### src/rtl/dspm_pkg.sv
// ----------------------------------------------------------------------------
// dspm_pkg
// Shared constants and types for the dot-star pattern matcher.
// ----------------------------------------------------------------------------
package dspm_pkg;

   localparam int unsigned CHAR_W         = 8;
   localparam int unsigned LEN_W          = 6;
   localparam int unsigned CSR_IDX_W      = 3;
   localparam int unsigned CSR_DATA_W     = 64;
   localparam int unsigned NUM_WORDS      = 4;
   localparam int unsigned CHARS_PER_WORD = CSR_DATA_W / CHAR_W;
   localparam int unsigned REG_CHARS      = NUM_WORDS * CHARS_PER_WORD;

   localparam logic [CHAR_W-1:0] DOT_CHAR  = 8'h2E;
   localparam logic [CHAR_W-1:0] STAR_CHAR = 8'h2A;

   // Register indexes of the configuration port
   localparam logic [CSR_IDX_W-1:0] CSR_PATTERN_LENGTH = 3'd0;
   localparam logic [CSR_IDX_W-1:0] CSR_PATTERN_WORD_0 = 3'd1;
   localparam logic [CSR_IDX_W-1:0] CSR_PATTERN_WORD_1 = 3'd2;
   localparam logic [CSR_IDX_W-1:0] CSR_PATTERN_WORD_2 = 3'd3;
   localparam logic [CSR_IDX_W-1:0] CSR_PATTERN_WORD_3 = 3'd4;

   // Input word actions
   localparam logic ACTION_START  = 1'b0;
   localparam logic ACTION_APPEND = 1'b1;

   typedef struct packed {
      logic valid;
      logic full;
   } fifo_status_type;

endpackage

### src/rtl/dspm_decode.sv
// ----------------------------------------------------------------------------
// dspm_decode
// Pattern registers and a sweep that derives the element tables from them.
// ----------------------------------------------------------------------------
module dspm_decode #(
   parameter int unsigned MAX_PATTERN = 32
) (
   input  logic                                          clock,
   input  logic                                          reset,
   input  logic                                          csr_valid,
   output logic                                          csr_ready,
   input  logic [dspm_pkg::CSR_IDX_W-1:0]                csr_index,
   input  logic [dspm_pkg::CSR_DATA_W-1:0]               csr_wdata,
   output logic                                          busy,
   output logic [$clog2(MAX_PATTERN+1)-1:0]              ulen,
   output logic [MAX_PATTERN-1:0][dspm_pkg::CHAR_W-1:0]  pat_chars,
   output logic [MAX_PATTERN:0]                          star_start,
   output logic [MAX_PATTERN:0]                          plain_start,
   output logic [MAX_PATTERN:0][MAX_PATTERN:0]           reach
);
   import dspm_pkg::*;

   localparam int unsigned RowW = MAX_PATTERN + 1;
   localparam int unsigned PosW = $clog2(MAX_PATTERN + 1);

   logic [LEN_W-1:0]                      length_ff;
   logic [NUM_WORDS-1:0][CSR_DATA_W-1:0]  word_ff;
   logic [LEN_W:0]                        len_ext;
   logic [LEN_W:0]                        len_cap;
   logic [RowW-1:0]                       star_m;

   logic                                  clear_ff;
   logic                                  busy_ff;
   logic [PosW-1:0]                       pos_ff;
   logic                                  start_ff;
   logic [RowW-1:0]                       run_ff;
   logic [RowW-1:0]                       star_start_ff;
   logic [RowW-1:0]                       plain_start_ff;
   logic [RowW-1:0][RowW-1:0]             reach_ff;

   logic                                  at_end;
   logic [PosW-1:0]                       nxt_idx;
   logic                                  starred;
   logic [RowW-1:0]                       pos_bit;
   logic [RowW-1:0]                       row_val;

   assign csr_ready = 1'b1;

   always_ff @(posedge clock) begin
      if (reset) begin
         length_ff <= '0;
         word_ff   <= '0;
      end else if (csr_valid) begin
         unique case (csr_index)
            CSR_PATTERN_LENGTH: length_ff  <= csr_wdata[LEN_W-1:0];
            CSR_PATTERN_WORD_0: word_ff[0] <= csr_wdata;
            CSR_PATTERN_WORD_1: word_ff[1] <= csr_wdata;
            CSR_PATTERN_WORD_2: word_ff[2] <= csr_wdata;
            CSR_PATTERN_WORD_3: word_ff[3] <= csr_wdata;
            default: ;
         endcase
      end
   end

   // Saturate the length to the number of positions built
   assign len_ext = {1'b0, length_ff};
   assign len_cap = (len_ext > (LEN_W+1)'(MAX_PATTERN)) ? (LEN_W+1)'(MAX_PATTERN) : len_ext;
   assign ulen    = PosW'(len_cap);

   for (genvar k = 0; k < MAX_PATTERN; k++) begin : g_chars
      if (k < REG_CHARS) begin : g_reg
         assign pat_chars[k] =
            word_ff[k / CHARS_PER_WORD][(k % CHARS_PER_WORD)*CHAR_W +: CHAR_W];
      end else begin : g_zero
         assign pat_chars[k] = '0;
      end
   end

   always_comb begin
      star_m = '0;
      for (int k = 0; k < MAX_PATTERN; k++) begin
         star_m[k] = (pat_chars[k] == STAR_CHAR) && (ulen > PosW'(k));
      end
   end

   // One pattern position per cycle
   assign at_end  = (pos_ff == ulen);
   assign nxt_idx = PosW'(pos_ff + 1'b1);
   assign starred = !at_end && start_ff && star_m[nxt_idx];
   assign pos_bit = RowW'(1) << pos_ff;
   assign row_val = (start_ff || at_end) ? (run_ff | pos_bit) : '0;

   always_ff @(posedge clock) begin
      if (reset || csr_valid) begin
         clear_ff <= 1'b1;
         busy_ff  <= 1'b1;
         pos_ff   <= '0;
         start_ff <= 1'b1;
         run_ff   <= '0;
      end else if (clear_ff) begin
         clear_ff <= 1'b0;
      end else if (busy_ff) begin
         if (at_end) begin
            busy_ff <= 1'b0;
         end else begin
            pos_ff <= nxt_idx;
            if (!start_ff) begin
               start_ff <= 1'b1;
            end else if (starred) begin
               start_ff <= 1'b0;
               run_ff   <= run_ff | pos_bit;
            end else begin
               start_ff <= 1'b1;
               run_ff   <= '0;
            end
         end
      end
   end

   always_ff @(posedge clock) begin
      if (clear_ff) begin
         star_start_ff  <= '0;
         plain_start_ff <= '0;
         reach_ff       <= '0;
      end else if (busy_ff) begin
         reach_ff[pos_ff] <= row_val;
         if (!at_end && start_ff) begin
            if (starred) begin
               star_start_ff[pos_ff] <= 1'b1;
            end else begin
               plain_start_ff[pos_ff] <= 1'b1;
            end
         end
      end
   end

   assign busy        = busy_ff;
   assign star_start  = star_start_ff;
   assign plain_start = plain_start_ff;
   assign reach       = reach_ff;

   a_starts_disjoint: assert property (@(posedge clock) disable iff (reset)
      !busy_ff |-> ((star_start_ff & plain_start_ff) == '0))
      else $error("element start marked both starred and plain");

   a_end_reachable: assert property (@(posedge clock) disable iff (reset)
      !busy_ff |-> reach_ff[ulen][ulen])
      else $error("end boundary missing from its own reach row");

endmodule

### src/rtl/dspm_front.sv
// ----------------------------------------------------------------------------
// dspm_front
// Accept input words and classify the text byte against every pattern char.
// ----------------------------------------------------------------------------
module dspm_front #(
   parameter int unsigned MAX_PATTERN = 32
) (
   input  logic                                          req_valid,
   output logic                                          req_stall,
   input  logic                                          req_action,
   input  logic [dspm_pkg::CHAR_W-1:0]                   req_text_char,
   input  logic                                          busy,
   input  dspm_pkg::fifo_status_type                     q_status,
   input  logic [MAX_PATTERN-1:0][dspm_pkg::CHAR_W-1:0]  pat_chars,
   output logic                                          push,
   output logic                                          push_action,
   output logic [MAX_PATTERN-1:0]                        push_hit
);
   import dspm_pkg::*;

   // Hold off while the pattern tables rebuild or the queue is full
   assign req_stall   = busy | q_status.full;
   assign push        = req_valid & !req_stall;
   assign push_action = req_action;

   always_comb begin
      for (int k = 0; k < MAX_PATTERN; k++) begin
         push_hit[k] = (pat_chars[k] == DOT_CHAR) || (pat_chars[k] == req_text_char);
      end
   end

endmodule

### src/rtl/dspm_queue.sv
// ----------------------------------------------------------------------------
// dspm_queue
// Two-entry queue between the classifying front and the row-update back.
// ----------------------------------------------------------------------------
module dspm_queue #(
   parameter int unsigned WIDTH = 33
) (
   input  logic                       clock,
   input  logic                       reset,
   input  logic                       push,
   input  logic [WIDTH-1:0]           push_data,
   input  logic                       pop,
   output logic [WIDTH-1:0]           pop_data,
   output dspm_pkg::fifo_status_type  status
);
   import dspm_pkg::*;

   localparam int unsigned Depth = 2;

   logic [WIDTH-1:0] mem_ff [Depth];
   logic             wr_ptr_ff;
   logic             rd_ptr_ff;
   logic [1:0]       count_ff;

   always_ff @(posedge clock) begin
      if (reset) begin
         wr_ptr_ff <= 1'b0;
         rd_ptr_ff <= 1'b0;
         count_ff  <= '0;
      end else begin
         if (push) begin
            wr_ptr_ff <= !wr_ptr_ff;
         end
         if (pop) begin
            rd_ptr_ff <= !rd_ptr_ff;
         end
         unique case ({push, pop})
            2'b10:   count_ff <= count_ff + 2'd1;
            2'b01:   count_ff <= count_ff - 2'd1;
            default: count_ff <= count_ff;
         endcase
      end
   end

   always_ff @(posedge clock) begin
      if (push) begin
         mem_ff[wr_ptr_ff] <= push_data;
      end
   end

   assign pop_data     = mem_ff[rd_ptr_ff];
   assign status.valid = (count_ff != 2'd0);
   assign status.full  = (count_ff == 2'(Depth));

   a_count_bound: assert property (@(posedge clock) disable iff (reset)
      count_ff <= 2'(Depth))
      else $error("queue count beyond depth");

endmodule

### src/rtl/dspm_back.sv
// ----------------------------------------------------------------------------
// dspm_back
// Advance the live row one word per unstalled cycle and register the result.
// ----------------------------------------------------------------------------
module dspm_back #(
   parameter int unsigned MAX_PATTERN = 32
) (
   input  logic                                 clock,
   input  logic                                 reset,
   input  dspm_pkg::fifo_status_type            q_status,
   input  logic                                 q_action,
   input  logic [MAX_PATTERN-1:0]               q_hit,
   output logic                                 pop,
   input  logic [MAX_PATTERN:0]                 star_start,
   input  logic [MAX_PATTERN:0]                 plain_start,
   input  logic [MAX_PATTERN:0][MAX_PATTERN:0]  reach,
   input  logic [$clog2(MAX_PATTERN+1)-1:0]     ulen,
   output logic                                 rsp_valid,
   input  logic                                 rsp_stall,
   output logic                                 rsp_prefix_matches,
   output logic                                 rsp_no_match_possible
);
   import dspm_pkg::*;

   localparam int unsigned RowW = MAX_PATTERN + 1;

   logic [RowW-1:0] live_ff;
   logic            rsp_valid_ff;
   logic            match_ff;
   logic            dead_ff;

   logic [RowW-1:0] live_hit;
   logic [RowW-1:0] pre_row;
   logic [RowW-1:0] next_row;

   assign pop = q_status.valid && (!rsp_valid_ff || !rsp_stall);

   assign live_hit = live_ff & {1'b0, q_hit};
   assign pre_row  = (q_action == ACTION_START) ? RowW'(1) :
                     ((live_hit & star_start) | ((live_hit & plain_start) << 1));

   // Zero repetitions of starred elements: fold in every boundary that reaches j
   always_comb begin
      for (int j = 0; j < RowW; j++) begin
         next_row[j] = |(pre_row & reach[j]);
      end
   end

   always_ff @(posedge clock) begin
      if (reset) begin
         live_ff      <= '0;
         rsp_valid_ff <= 1'b0;
      end else if (pop) begin
         live_ff      <= next_row;
         rsp_valid_ff <= 1'b1;
      end else if (!rsp_stall) begin
         rsp_valid_ff <= 1'b0;
      end
   end

   always_ff @(posedge clock) begin
      if (pop) begin
         match_ff <= next_row[ulen];
         dead_ff  <= ~|next_row;
      end
   end

   assign rsp_valid             = rsp_valid_ff;
   assign rsp_prefix_matches    = match_ff;
   assign rsp_no_match_possible = dead_ff;

   a_match_is_live: assert property (@(posedge clock) disable iff (reset)
      rsp_valid_ff && match_ff |-> !dead_ff)
      else $error("match reported with an empty row");

   a_start_live: assert property (@(posedge clock) disable iff (reset)
      pop && (q_action == ACTION_START) |=> rsp_valid_ff && !dead_ff && live_ff[0])
      else $error("start word did not leave boundary zero live");

   a_pop_shows: assert property (@(posedge clock) disable iff (reset)
      pop |=> rsp_valid_ff)
      else $error("popped word produced no result");

endmodule

### src/rtl/dot_star_pattern_matcher_top.sv
// An accepted word enters the queue; its pop updates the live row and the result.
// Throughput: one word per cycle unless rsp_stall or a table rebuild holds it off.
// Reset: synchronous, active high; clears the pattern, the live row and all valids.
// After reset and after every csr write the pattern tables rebuild over the
// saturated pattern length, with req_stall held high.
// ----------------------------------------------------------------------------
// dot_star_pattern_matcher_top
// Streaming matcher for patterns of literals, '.' and '*' over a text stream.
// ----------------------------------------------------------------------------
module dot_star_pattern_matcher_top #(
   parameter int unsigned MAX_PATTERN = 32
) (
   input  logic                              clock,
   input  logic                              reset,
   // Input words
   input  logic                              req_valid,
   output logic                              req_stall,
   input  logic                              req_action,
   input  logic [dspm_pkg::CHAR_W-1:0]       req_text_char,
   // Result words
   output logic                              rsp_valid,
   input  logic                              rsp_stall,
   output logic                              rsp_prefix_matches,
   output logic                              rsp_no_match_possible,
   // Configuration
   input  logic                              csr_valid,
   output logic                              csr_ready,
   input  logic [dspm_pkg::CSR_IDX_W-1:0]    csr_index,
   input  logic [dspm_pkg::CSR_DATA_W-1:0]   csr_wdata
);
   import dspm_pkg::*;

   localparam int unsigned RowW   = MAX_PATTERN + 1;
   localparam int unsigned PosW   = $clog2(MAX_PATTERN + 1);
   localparam int unsigned EntryW = MAX_PATTERN + 1;

   // Pattern tables from the decoder
   logic                                busy;
   logic [PosW-1:0]                     ulen;
   logic [MAX_PATTERN-1:0][CHAR_W-1:0]  pat_chars;
   logic [RowW-1:0]                     star_start;
   logic [RowW-1:0]                     plain_start;
   logic [RowW-1:0][RowW-1:0]           reach;

   // Front to queue
   logic                                push;
   logic                                push_action;
   logic [MAX_PATTERN-1:0]              push_hit;

   // Queue to back
   fifo_status_type                     q_status;
   logic [EntryW-1:0]                   q_data;
   logic                                pop;

   // The decoder owns the csr registers. Each write restarts a sweep over the
   // pattern that marks element starts (starred or plain) and, for every
   // boundary, the set of earlier boundaries that reach it by skipping
   // starred elements. The sweep is serial because the element split depends
   // on everything to its left.
   dspm_decode #(
      .MAX_PATTERN (MAX_PATTERN)
   ) u_decode (
      .clock       (clock),
      .reset       (reset),
      .csr_valid   (csr_valid),
      .csr_ready   (csr_ready),
      .csr_index   (csr_index),
      .csr_wdata   (csr_wdata),
      .busy        (busy),
      .ulen        (ulen),
      .pat_chars   (pat_chars),
      .star_start  (star_start),
      .plain_start (plain_start),
      .reach       (reach)
   );

   // Front: take the word and compare its byte with every pattern character
   // at once; the hit vector is all the back needs of the text.
   dspm_front #(
      .MAX_PATTERN (MAX_PATTERN)
   ) u_front (
      .req_valid     (req_valid),
      .req_stall     (req_stall),
      .req_action    (req_action),
      .req_text_char (req_text_char),
      .busy          (busy),
      .q_status      (q_status),
      .pat_chars     (pat_chars),
      .push          (push),
      .push_action   (push_action),
      .push_hit      (push_hit)
   );

   // Two entries let the front keep taking words while a result waits on rsp_stall
   dspm_queue #(
      .WIDTH (EntryW)
   ) u_queue (
      .clock     (clock),
      .reset     (reset),
      .push      (push),
      .push_data ({push_action, push_hit}),
      .pop       (pop),
      .pop_data  (q_data),
      .status    (q_status)
   );

   // Back: advance the live row by one word, apply the star closure and
   // register the two result bits in the output stage.
   dspm_back #(
      .MAX_PATTERN (MAX_PATTERN)
   ) u_back (
      .clock                 (clock),
      .reset                 (reset),
      .q_status              (q_status),
      .q_action              (q_data[EntryW-1]),
      .q_hit                 (q_data[MAX_PATTERN-1:0]),
      .pop                   (pop),
      .star_start            (star_start),
      .plain_start           (plain_start),
      .reach                 (reach),
      .ulen                  (ulen),
      .rsp_valid             (rsp_valid),
      .rsp_stall             (rsp_stall),
      .rsp_prefix_matches    (rsp_prefix_matches),
      .rsp_no_match_possible (rsp_no_match_possible)
   );

endmodule

### config.mk
export PLATFORM = sky130hd
export DESIGN_NAME = dot_star_pattern_matcher_top
export DESIGN_NICKNAME = d
export VERILOG_FILES = /design/src/rtl/dspm_pkg.sv /design/src/rtl/dspm_decode.sv /design/src/rtl/dspm_front.sv /design/src/rtl/dspm_queue.sv /design/src/rtl/dspm_back.sv /design/src/rtl/dot_star_pattern_matcher_top.sv
export SDC_FILE = /design/constraint.sdc
export NUM_CORES = 2
export LEC_CHECK = 0
export ABC_AREA = 1
export BUFFER_PORTS_ARGS = -buffer_cell sky130_fd_sc_hd__buf_2
export CAP_MARGIN = 20
export CELL_PAD_IN_SITES_DETAIL_PLACEMENT = 1
export CELL_PAD_IN_SITES_GLOBAL_PLACEMENT = 1
export CORE_MARGIN = 3
export CORE_UTILIZATION = 47
export DETAILED_ROUTE_END_ITERATION = 10
export PLACE_DENSITY_LB_ADDON = 0.1
export REMOVE_ABC_BUFFERS = 1
export SYNTH_ARGS = -nofsm -noshare
export SYNTH_HDL_FRONTEND = slang
export SYNTH_SLANG_ARGS = --single-unit
### constraint.sdc
create_clock -name clock -period 3.8 [get_ports clock]
set_input_delay 0.57 -clock clock [delete_from_list [all_inputs] [get_ports clock]]
set_output_delay 0.57 -clock clock [all_outputs]
set_load 0.1 [all_outputs]
* Word-level counts from Yosys, hierarchy flattened
Memories as Yosys holds them, arrays and structs flattened. A register that Yosys moved wholly into a read port is not among the register bits.
Cells that the tools add are included.
** Storage, ports and cells
- Register bits :: 1499
- Bits in writable memories :: 66
- Bits of input ports :: 81
- Output and inout bits :: 5
- Word-level logic and storage cells :: 393
- Memories :: 1
** Memory list
- u_queue.mem_ff :: depth 2, bits a word 33, rd ports 1, clocked after memory_dff 1, wr ports 1, RTL line dspm_queue.sv:20 : logic [WIDTH-1:0] mem_ff [Depth];
** Operators by class
- Add/sub/neg operators :: 3
- $lt $le $gt $ge :: 37
- Equality and inequality tests :: 105
- Shift-type cells :: 1
- Multiplexer cells :: 25
- Bitwise gates (word level) :: 45
- Reduce and logical (&&, ||, !) cells :: 124
** Operator list (count)
- $and 33x33->33 :: 34
- $bwmux 1089 :: 1
- $reduce_or 1089->1 :: 1
- $reduce_or 33->1 :: 33
- $eq 8x6->1 const B :: 64
- $eq 8x8->1 :: 32
- $demux 33 s6 :: 1
- $mux 33 :: 4
- $or 33x33->33 :: 4
- $gt 6x5->1 const B :: 16
- $gt 6x4->1 const B :: 8
- $logic_and 1x1->1 :: 36
- $logic_or 1x1->1 :: 35
- $and 33x32->33 :: 1
- $shl 1x6->33 const A :: 1
- $and 32x32->32 :: 1
- $gt 6x3->1 const B :: 4
- $lt 6x7->1 const B :: 3
- $mux 1 :: 14
- $bmux 1 s6 :: 2
- $gt 6x1->1 const B :: 2
- $gt 6x2->1 const B :: 2
- $reduce_and 2->1 :: 5
- $reduce_and 3->1 :: 3
- other kinds (22) :: 33

* Logic depth before layout (Yosys ltp)
- Depth after elaboration :: 9
- Depth in mapped cells :: 26
- Gate-level depth less buffers :: 23

* Hierarchy
Synthesis repeated with hierarchy kept, for this count alone.
** Unflattened totals
- Cell total of the unflattened synthesis :: 10046
- Area, all modules :: 72289.3 um2
** Modules (own cells, without submodules)
- dspm_decode :: times used 1, cells an instance 5927, area an instance 51280.4 um2, seq. area each 29208.0 um2
- dspm_back :: times used 1, cells an instance 2806, area an instance 12758.5 um2, seq. area each 720.7 um2
- dspm_front :: times used 1, cells an instance 1177, area an instance 5487.8 um2, seq. area each 0.0 um2
- dspm_queue :: times used 1, cells an instance 136, area an instance 2762.6 um2, seq. area each 2082.0 um2

* Worst setup path after synthesis
OpenSTA, ideal clock, no wires.
- Kind :: reg2reg
- From :: register u_decode.pos_ff[0]
- To :: register u_decode.run_ff[2]
- Library setup time :: 0.070 ns
- Arrival time :: 2.844 ns
- Required time :: 3.730 ns
- Setup slack :: 0.886 ns
- Stages on the path, launching flop included :: 21
- Path buffers :: 5
- Clock period less this slack :: 2.914 ns
- Cells stage by stage :: dfxtp_1 > buf_2 > clkinv_1 > clkbuf_1 > ha_1 > buf_2 > clkinv_1 > nor2_1 > nand2_1 > nand3_1 > nand2_1 > nand3b_1 > nand3_1 > nand2_1 > nand2_1 > nand3_1 > nor2_1 > buf_2 > buf_4 > nand2_1 > a21oi_1
** On the way
- Longest elaborated chain between the ends :: 5
- Elaborated cells on any way between the ends :: 12
- Those cells by class :: 1 x add/sub; 1 x eq/ne; 1 x shift; 3 x mux; 2 x bitwise; 4 x reduce/logical
** RTL lines
- start: declaration :: RTL line dspm_decode.sv:34 : logic [PosW-1:0] pos_ff;
- start signal: assignment :: RTL line dspm_decode.sv:106 : pos_ff <= nxt_idx;
- $add 6x1->6 :: RTL line dspm_decode.sv:88 : assign nxt_idx = PosW'(pos_ff + 1'b1);
- named net u_decode.nxt_idx[0] :: RTL line dspm_decode.sv:42 : logic [PosW-1:0] nxt_idx;
- $bmux 1 s6 :: RTL line dspm_decode.sv:89 : assign starred = !at_end && start_ff && star_m[nxt_idx];
- $mux 1 (not written as such) :: RTL line dspm_decode.sv:89
- $logic_and 1x1->1 :: RTL line dspm_decode.sv:89
- $mux 33 :: RTL line dspm_decode.sv:109 : end else if (starred) begin
- end signal: assignment :: RTL line dspm_decode.sv:111 : run_ff <= run_ff | pos_bit;
- end: declaration :: RTL line dspm_decode.sv:36 : logic [RowW-1:0] run_ff;
The timed path passes the listed nets, and every way through them passes these cells. The select of a mux whose other input is x is not followed.
A chain may end at the register's enable or synchronous reset.

==> flow_summary_export.csv <==
group,metric,value,unit
yosys,syn_avg_cell_area,7.32,um^2
drt,drt_pass1_iterations,6,
clock_tree,clkSinkCount,1563,
finish,layout.nets,9212,
floorplan,rows,139,
yosys,synth_seq_area_share,0.469,
timing,holdWs,0.0438,ns
drt,drc_errors,0,
placed_design,placedCellCount,10900,
drt,vias_per_cell,6.42,
clock_tree,clk_pin_slew,0.06,ns
timing,fin_skew,0.0220,ns
min_path,hold_path.class,"in -> reg",
critical_path,cp.required,4.36,ns
grt,overflow,0,
clock_tree,cts-buffers-inserted,170,
power_and_ir_drop,fin_total_pwr,39.0,mW
floorplan,die_h,387,um
grt,grt_pass1_vias,70200,
timing,fmax,0.267,GHz
placed_design,hpwl,207000,um
drt,wl_per_cell,29.5,um
yosys,netlist_area,0.0681,mm^2
critical_path,endpoint_kind,"register",
timing,finalSetupViolCount,0,
grt,grt_max_degree,277,
yosys,synth.distinct_cells,60,
timing,totalNegativeSetupSlack,0,ns
critical_path,worstPathMaxFanout,18,
timing,layout_worst_path_cycle_share,0.986,
drt,totalWireLength,330000,um
clock_tree,postCtsHoldBufs,0,
finish,final.fill_count,17800,
timing,hold_viol,0,
floorplan,die_w,387,um
clock_tree,cts_tree,"yes",
floorplan,core_area,0.144,mm^2
finish,post-route-util,0.540,
floorplan,start_util,0.473,
grt,track_usage,0.422,
clock_tree,htree_num_levels,4,
timing,post-route-min-period,3.75,ns
clock_tree,cts_root_buf,"clkbuf_16",
yosys,yosys_most_used_dff,"dfxtp_1",
critical_path,worstSetupPathType,"reg -> reg",
timing,relSlewSlack,0.0550,
drt,vias,71700,
power_and_ir_drop,irDropWorstVdd,0.387,mV
clock_tree,cts.path.max_buffers,3,
floorplan,ioPinCount,86,
placed_design,gp_congestion,1.01,
yosys,async_reset_ff_frac,0,
yosys,postSynthCellCount,9299,
clock_tree,clk_latency,0.82,ns
drt,drtAntennaViolNets,0,
job,maxCapViolations,0,
power_and_ir_drop,power.leakage,31.3,nW
yosys,synth_edf_count,68,
placed_design,numPortBuffers,84,
finish,drive_gt1_frac,0.0946,
yosys,ys_warn_count,0,
finish,finalNonFillerCells,11200,
critical_path,arrival,4.31,ns
grt,grt_pass1_wl,472000,um
power_and_ir_drop,p_per_area,503,mW/mm^2
yosys,ys_ff_latch,1563,
finish,areaGrowthSynthToFinish,14.0,%
timing,drv_slew,0,
critical_path,critPathLaunchType,"register",
timing,tightest_slew,1.42,ns
grt,antenna_found_initial,10,
floorplan,dieArea,0.149,mm^2
drt,drt_iter0_markers,7444,
status,outcome,"completed",
[power breakdown]
part | internal [mW] | total, mW | switching (mW)
Clock | 9.94 | 17.2 | 7.28
Sequential | 16.9 | 17.2 | 0.377
Combinational | 1.02 | 4.58 | 3.56
[cell families after synthesis]
kind of cell | count (synthesis) | share of synthesized area
xor+xnor | 149 | 0.0192
fa+ha+maj | 7 | 0.00129
other cells | 1 | 0.0000551
simple gates | 3312 | 0.210
flops | 1563 | 0.469
compound gates | 3008 | 0.227
buf+inv | 1259 | 0.0728
[sequential cells by signal, summed over array words and instances (netlist names), 2 cells and up, named ones only]
signal	count
u_queue.count_ff	2
u_queue.mem_ff	66
u_decode.run_ff	33
u_decode.star_start	32
u_decode.pat_chars	256
u_back.live_ff	32
u_decode.pos_ff	6
u_decode.plain_start	32
u_decode.reach	1089
u_decode.length_ff	6
[cell usage in the layout (no fill, tap or decap), drive strengths merged, types with 13 or more instances in the layout]
master	Yosys	routed
inv	457	462
bufinv	0	13
buf	153	447
o21ai	1500	1500
nor2	737	737
o21bai	35	35
o41ai	21	21
nor3	57	57
nand4	177	177
xor2	29	29
nand2	1396	1396
nand3	868	868
dfxtp	1495	1495
clkinv	8	54
o211ai	16	16
clkbuf	641	242
nor4	32	32
xnor2	120	120
o2111ai	13	13
edfxtp	68	68
a21oi	1379	1379
or2	23	23
[critical path, stage by stage, from the launching register on]
cell,delay [ns]
dfxtp_1,0.40
inv_4,0.13
buf_12,0.18
nand2_1,0.14
nand2_1,0.07
nand3_1,0.09
nand2_1,0.13
nand2_1,0.25
inv_1,0.17
buf_12,0.21
a21oi_1,0.48
nand3_1,0.23
nor3_2,0.42
nand2_1,0.17
nand2_1,0.10
nand2_1,0.06
nor2_1,0.09
nand2_1,0.06
nand2_1,0.05
nand3_1,0.07
[layer usage]
metal,global-route usage,up-vias,wire (um)
met5,0,-,44
met4,0.286,8,25700
met3,0.0887,1107,30800
met2,0.662,3644,146000
met1,0.523,35700,128000
li1,-,31300,-
[synthesized netlist by cell type (3+ instances only)]
cell type / n / area share
and3_1: 3 / 0.00028
o32ai_1: 11 / 0.0014
nand2_1: 1392 / 0.077
o2111ai_1: 13 / 0.0017
nor3_1: 57 / 0.0042
buf_1: 25 / 0.0014
nand4_1: 177 / 0.016
xor2_1: 29 / 0.0037
ha_1: 7 / 0.0013
inv_2: 16 / 0.00088
o21ai_1: 10 / 0.00073
a21oi_1: 1378 / 0.10
a211oi_1: 4 / 0.00044
o41ai_1: 21 / 0.0027
edfxtp_1: 68 / 0.030
nor2_1: 733 / 0.040
clkinv_1: 8 / 0.00044
a41oi_1: 5 / 0.00064
buf_4: 10 / 0.0011
nor3b_1: 4 / 0.00044
xnor2_1: 120 / 0.015
o211ai_1: 16 / 0.0018
nand3b_1: 8 / 0.00088
buf_6: 7 / 0.0012
nand3_1: 868 / 0.064
buf_2: 111 / 0.0082
o22ai_1: 6 / 0.00055
nor4_1: 31 / 0.0028
inv_1: 440 / 0.024
a31oi_1: 3 / 0.00028
clkbuf_1: 641 / 0.035
o21ai_0: 1489 / 0.11
nand2_2: 4 / 0.00037
dfxtp_1: 1495 / 0.44
o21bai_1: 35 / 0.0039
or2_2: 23 / 0.0021
[area by class of cell]
class	count	area (um^2)	share of cell area
Multi-Input combinational cell	6477	31600	0.407
Antenna cell	5	12.5	0.000161
Tap cell	1903	2380	0.0307
Clock inverter	68	729	0.00940
Clock buffer	242	4950	0.0638
Sequential cell	1563	32000	0.412
Timing Repair Buffer	447	4200	0.0541
Inverter	465	1770	0.0228
[path summary, 6_finish.rpt]
path,endpoint,slack [ns],startpoint,cells past startpoint
max,u_back.rsp_prefix_matches,0.05,register,19
min,u_decode.pat_chars[20],0.04,csr_wdata[20],3
max reg2reg,u_back.rsp_prefix_matches,0.05,register,19
min reg2reg,u_decode.star_start[31],0.45,u_decode.star_start[31],2
[repair_timing]
action	in CTS	in global routing
gates resized for setup	0	11
buffers inserted	0	4
endpoints found under the setup margin	0	2
[stage by stage]
| stage | setup slack, ns | instance area, um^2 |
|---|---|---|
| 2_1_floorplan | -13.10 | 64900 |
| 3_3_place_gp | 0.117 | 71800 |
| 3_5_place_dp | 0.0690 | 71800 |
| 4_1_cts | 0.0725 | 77500 |
| 5_1_grt | -0.0471 | 77600 |
| 6_report | 0.0537 | 77600 |
(Power assumes the default switching activity.)
